===== config.mk =====
export PLATFORM = sky130hd
export DESIGN_NAME = pcsb_bin_map
export DESIGN_NICKNAME = d
export VERILOG_FILES = /design/src/hw/rtl/point_cloud_to_scan_binning_macros.svh /design/src/hw/rtl/pcsb_pkg.sv /design/src/hw/rtl/pcsb_bin_map.sv
export SDC_FILE = /design/constraint.sdc
export NUM_CORES = 2
export LEC_CHECK = 0
export ABC_AREA = 1
export ABC_CLOCK_PERIOD_IN_PS = 6600
export BUFFER_PORTS_ARGS = -buffer_cell sky130_fd_sc_hd__buf_2
export CORE_ASPECT_RATIO = 2
export CORE_MARGIN = 4
export CORE_UTILIZATION = 59
export CTS_BUF_LIST = sky130_fd_sc_hd__clkbuf_4
export DETAILED_ROUTE_END_ITERATION = 10
export PLACE_DENSITY_LB_ADDON = 0.15
export SYNTH_ARGS = -nofsm -noshare
export SYNTH_HDL_FRONTEND = slang
export SYNTH_SLANG_ARGS = --single-unit

===== constraint.sdc =====
create_clock -name clk -period 6.6 [get_ports clk]
set_input_delay 0.99 -clock clk [delete_from_list [all_inputs] [get_ports clk]]
set_output_delay 0.99 -clock clk [all_outputs]
set_load 0.005 [all_outputs]

===== src/hw/rtl/point_cloud_to_scan_binning_macros.svh =====
// Assertion macros for the point-cloud-to-scan binning block.
// Expects clk and arst_n in the scope of use.
`ifndef POINT_CLOUD_TO_SCAN_BINNING_MACROS_SVH
`define POINT_CLOUD_TO_SCAN_BINNING_MACROS_SVH

// Same-cycle implication.
`define PCSB_ASSERT_NOW(lbl, ante, cons, msg) \
	lbl: assert property (@(posedge clk) disable iff (!arst_n) (ante) |-> (cons)) \
		else $error(msg);

// Next-cycle implication.
`define PCSB_ASSERT_NEXT(lbl, ante, cons, msg) \
	lbl: assert property (@(posedge clk) disable iff (!arst_n) (ante) |=> (cons)) \
		else $error(msg);

`endif


===== src/hw/rtl/pcsb_pkg.sv =====
// Shared types, constants and the arctangent table of the scan binning block.
// No dependencies.
package pcsb_pkg;

	localparam int MAX_BINS_DEF     = 256;
	localparam int CORDIC_STEPS_DEF = 16;
	localparam int SQRT_STEPS       = 16;
	localparam int CW               = 29;
	localparam int AC_W             = 28;
	localparam int IDX_W            = 12;

	localparam logic [15:0] NO_RET = 16'hFFFF;
	localparam logic signed [AC_W-1:0] HALF_PI_Q24 = 28'sd26353589;

	localparam logic signed [26:0] ANGLE_MIN_RST = -27'sd18280606;
	localparam logic [23:0]        BPR_RST       = 24'd6736380;
	localparam logic [8:0]         NBINS_RST     = 9'd225;

	typedef struct packed {
		logic              func;
		logic signed [15:0] point_x;
		logic signed [15:0] point_z;
		logic [7:0]        bin_index;
	} pt_t;

	typedef struct packed {
		logic [15:0] range_mm;
		logic        no_return;
	} scan_t;

	typedef struct packed {
		logic signed [26:0] angle_min_q24;
		logic [23:0]        bins_per_radian_q16;
		logic [8:0]         bins_in_use;
	} cfg_t;

	typedef struct packed {
		logic       func;
		logic [7:0] bin_index;
		logic       zero;
	} tag_t;

	typedef struct packed {
		logic                   func;
		logic [7:0]             bin_index;
		logic signed [AC_W-1:0] angle;
		logic [15:0]            range_mm;
	} cp_t;

	typedef struct packed {
		logic             func;
		logic             hit;
		logic [IDX_W-1:0] addr;
		logic [15:0]      range_mm;
	} map_t;

	function automatic logic signed [AC_W-1:0] atan_q24(input int unsigned k);
		logic signed [AC_W-1:0] r;
		case (k)
			0:  r = 28'sd13176795;
			1:  r = 28'sd7778716;
			2:  r = 28'sd4110060;
			3:  r = 28'sd2086331;
			4:  r = 28'sd1047214;
			5:  r = 28'sd524117;
			6:  r = 28'sd262123;
			7:  r = 28'sd131069;
			8:  r = 28'sd65536;
			9:  r = 28'sd32768;
			10: r = 28'sd16384;
			11: r = 28'sd8192;
			12: r = 28'sd4096;
			13: r = 28'sd2048;
			14: r = 28'sd1024;
			15: r = 28'sd512;
			16: r = 28'sd256;
			17: r = 28'sd128;
			18: r = 28'sd64;
			19: r = 28'sd32;
			20: r = 28'sd16;
			21: r = 28'sd8;
			22: r = 28'sd4;
			23: r = 28'sd2;
			default: r = '0;
		endcase
		return r;
	endfunction

endpackage


===== src/hw/rtl/pcsb_bin_map.sv =====
// Bearing-to-bin mapping: offset, split multiply and range check over three stages.
// Depends on pcsb_pkg.
module pcsb_bin_map import pcsb_pkg::*; #(
	parameter int MAX_BINS = MAX_BINS_DEF
) (
	input  logic clk,
	input  logic arst_n,
	input  logic adv,
	input  cfg_t cfg,
	input  logic in_valid,
	input  cp_t  in_cp,
	output logic out_valid,
	output map_t out_map
);

	localparam logic [IDX_W-1:0] MAXB = IDX_W'(MAX_BINS);

	logic signed [AC_W:0] diff_c;
	logic                 v_s1, v_s2, v_s3;
	logic                 func_s1, func_s2;
	logic [7:0]           bidx_s1, bidx_s2;
	logic [15:0]          rng_s1, rng_s2;
	logic                 neg_s1, neg_s2;
	logic [AC_W-1:0]      diff_s1;
	logic [AC_W+11:0]     ph_s2, pl_s2;
	logic [51:0]          prod_c;
	logic [IDX_W-1:0]     idx_c, nb_c, bidx_c;
	map_t                 map_s3;

	assign diff_c = (AC_W+1)'(in_cp.angle) - (AC_W+1)'(cfg.angle_min_q24);

	always_comb begin
		prod_c = {ph_s2, 12'd0} + 52'(pl_s2);
		idx_c  = prod_c[51:40];
		nb_c   = ({3'd0, cfg.bins_in_use} > MAXB) ? MAXB : {3'd0, cfg.bins_in_use};
		bidx_c = {4'd0, bidx_s2};
	end

	always_ff @(posedge clk or negedge arst_n) begin
		if (!arst_n) begin
			v_s1 <= 1'b0;
			v_s2 <= 1'b0;
			v_s3 <= 1'b0;
		end else if (adv) begin
			v_s1 <= in_valid;
			v_s2 <= v_s1;
			v_s3 <= v_s2;
		end
	end

	always_ff @(posedge clk) begin
		if (adv) begin
			func_s1 <= in_cp.func;
			bidx_s1 <= in_cp.bin_index;
			rng_s1  <= in_cp.range_mm;
			neg_s1  <= diff_c[AC_W];
			diff_s1 <= diff_c[AC_W-1:0];

			func_s2 <= func_s1;
			bidx_s2 <= bidx_s1;
			rng_s2  <= rng_s1;
			neg_s2  <= neg_s1;
			ph_s2   <= diff_s1 * cfg.bins_per_radian_q16[23:12];
			pl_s2   <= diff_s1 * cfg.bins_per_radian_q16[11:0];

			map_s3.func     <= func_s2;
			map_s3.range_mm <= rng_s2;
			map_s3.addr     <= func_s2 ? bidx_c : idx_c;
			map_s3.hit      <= func_s2 ? (bidx_c < nb_c) : (!neg_s2 && (idx_c < nb_c));
		end
	end

	assign out_valid = v_s3;
	assign out_map   = map_s3;

endmodule


==> run metrics <==
outcome finished clean; clock root buffer clkbuf_4; Compound-Gate Fraction of Synth Area 5.612%; largest net degree at the start of global routing 96; first-pass GRT wire length 135.4 mm; Top FF cell, synth edfxtp_1; dpl cell area 32280 um^2; Setup Crit Path Kind reg2reg; I/O Buffers 147; drt via density 5.488; Vias 24590; Total Neg Setup Slack 0 ns; Post-route DRC 0; Post-synth EDFFs 178; post-synthesis mux area share 0.03725%; share of the synthesized area in the top cell type 34.43%; syn_area_per_cell 8.215 um^2; H-tree levels 4; critical path arrival 6.43 ns; Synth Net Count 4539; post-DP HPWL 69.74 mm; simple-gate share of the synthesized area 16.42%; Post-CTS Setup Bufs 0; commonest non-fill, non-tap cells in the layout nand2_1 (1044), inv_1 (967), fa_1 (520); row cnt 117; CTS Buf Count 17; DR WL/cell 18.94 um; Global Route Usage Sum 31.95%; DR iter-0 viols 1260; total number of yosys warnings 0; WL final 84.87 mm; synth unique cells 49; Layout Nets 4671; Clock Latency Late Sink 0.71 ns; Fmax 168.0 MHz; FILL cells 4565; FF-to-FF Start diff_s1[17]$_DFFE_PP_; headroom to the max-slew limit 32.73%; post-placement setup slack 0.1014 ns; RSZ-0062 raised after global routing false; worst reg2reg path depth 21; Yosys top cell by area fa_1; # setup viols final 0; flop2flop setup slack 0.65 ns; total gr overflow 0; Hold Path Class in2async; Die Y 328.1 um; Area Growth Syn to Fin 7.665%; Final min period 5.952 ns; Reg clk slew, reported paths 0.18 ns; Worst Path Max Fanout 14; 1st-pass router iterations 9; post-route setup slack 0.6484 ns; routability cong. 0.9647; CTS Buffer Depth 2; CP endpoint kind register; MaxCap Viol Count 0; share of cells above drive strength 1 7.843%; r2r endpoint ph_s2[39]$_DFFE_PP_; Tightest Pin Transition 1.009 ns; register area share after synthesis 17.93%; Core ar. 50800 um^2; Setup crit start kind register; die area 55140 um^2; DRT antenna net count 0; FFs w/ async S/R, synth 1.657%; Initial Util 59.51%; Final Hold Violating Endpoints 0; count of final max-slew check failures 0; Area contributors post-synth fa_1 (34%), edfxtp_1 (18%), nand2_1 (13%); CP Data Required Time 7.08 ns; CTS tree built; width of the die 168.1 um; design area 32550 um^2; CTS resizes 0; Post-Synth XOR/XNOR Area 2.723%; adder-cell share of the synthesized area 43.62%; initial antenna violation count 4; clock skew 0.02346 ns; clock sink count 181; largest family of logic cells by synthesized area adder cells; mapped cell area 30230 um^2; Worst Hold Slack 0.05924 ns; CTS Hold Bufs 0; Synth Register Bits 181; vias in the first global route 27100; most common cell after layout, fill and taps aside nand2_1; Final period util 90.18%; io pins 148; post-synthesis instance total 3680
cells in the mapped netlist, types with 11 or more instances:
master    number
o21ai_1       11
fa_1         520
edfxtp_1     178
o21ai_0       55
nor3_1        13
clkbuf_1     114
a31oi_1       19
o21a_1        11
nand3_1       44
a21oi_1      146
nand2_1     1044
inv_1        967
nor2_1       134
buf_1         13
nand4_1       13
xor2_1        57
xnor2_1       37
ha_1         222
flip-flops by register name, indices dropped and copies added (netlist names):
signal	count
func_s2	1
rng_s2	16
v_s2	1
func_s1	1
bidx_s2	8
neg_s2	1
bidx_s1	8
diff_s1	28
rng_s1	16
out_valid	1
neg_s1	1
ph_s2	40
out_map	30
pl_s2	28
v_s1	1
metrics by stage:
step	utilization, %	instances
after CTS	64.07	4479
after detailed placement	63.54	4447
final	64.08	4481
after global routing	64.07	4480
after floorplan	-	3680
after global placement	63.54	4447
layer usage:
layer | vias up | share of wire (%) | global-route usage [%] | routed length [um]
met5 | - | 0.033 | 0 | 28
met1 | 12060 | 31 | 30.78 | 26520
met3 | 379 | 5.1 | 3.660 | 4347
li1 | 11140 | - | - | -
met2 | 1009 | 56 | 62.14 | 47150
met4 | 4 | 8.0 | 21.31 | 6823
worst max-delay path by stage:
stage,slack (ns),from,cells past startpoint,to
final,0.65,diff_s1[17]$_DFFE_PP_,21,ph_s2[39]$_DFFE_PP_
after global routing,0.36,diff_s1[17]$_DFFE_PP_,21,ph_s2[39]$_DFFE_PP_
after floorplan,0.62,cfg[27],24,ph_s2[36]$_DFFE_PP_
after CTS,0.66,diff_s1[17]$_DFFE_PP_,21,ph_s2[39]$_DFFE_PP_
after global placement,0.14,cfg[27],21,ph_s2[33]$_DFFE_PP_
after detailed placement,0.10,cfg[28],21,ph_s2[39]$_DFFE_PP_
final cells by class:
type	instances	area [um^2]	share of cell area [%]
clock inverters	15	140.1	0.4305
repair buffers	242	1718	5.278
inverters	969	3637	11.17
well taps	654	818.3	2.514
diodes	2	5.005	0.01538
clock buffers	17	127.6	0.3921
multi-input cells	2401	20680	63.54
flip-flops and latches	181	5420	16.65
worst max-delay path, cell delays in order (launching register included):
cell      delay, ns
edfxtp_1       0.83
buf_4          0.29
nand2_1        0.09
fa_1           0.56
inv_1          0.05
fa_1           0.55
fa_1           0.43
fa_1           0.50
inv_1          0.05
fa_1           0.48
inv_1          0.04
ha_1           0.28
buf_4          0.14
nand2_1        0.07
nor2_1         0.23
inv_1          0.11
nor4_1         0.40
nand4_1        0.19
nand3_1        0.22
nand2_1        0.07
nand2_1        0.07
xor2_1         0.06
logic make-up after synthesis:
logic type / after synthesis
buffers and inverters: 1098
DFF: 181
AOI/OAI and AO/OA: 294
muxes: 1
and+or+nand+nor: 1270
adders and majority gates: 742
xor gates and xnor gates: 94
Power is not shown: default switching activity piles up to over one toggle a cycle in this logic, so the estimate is an artifact.
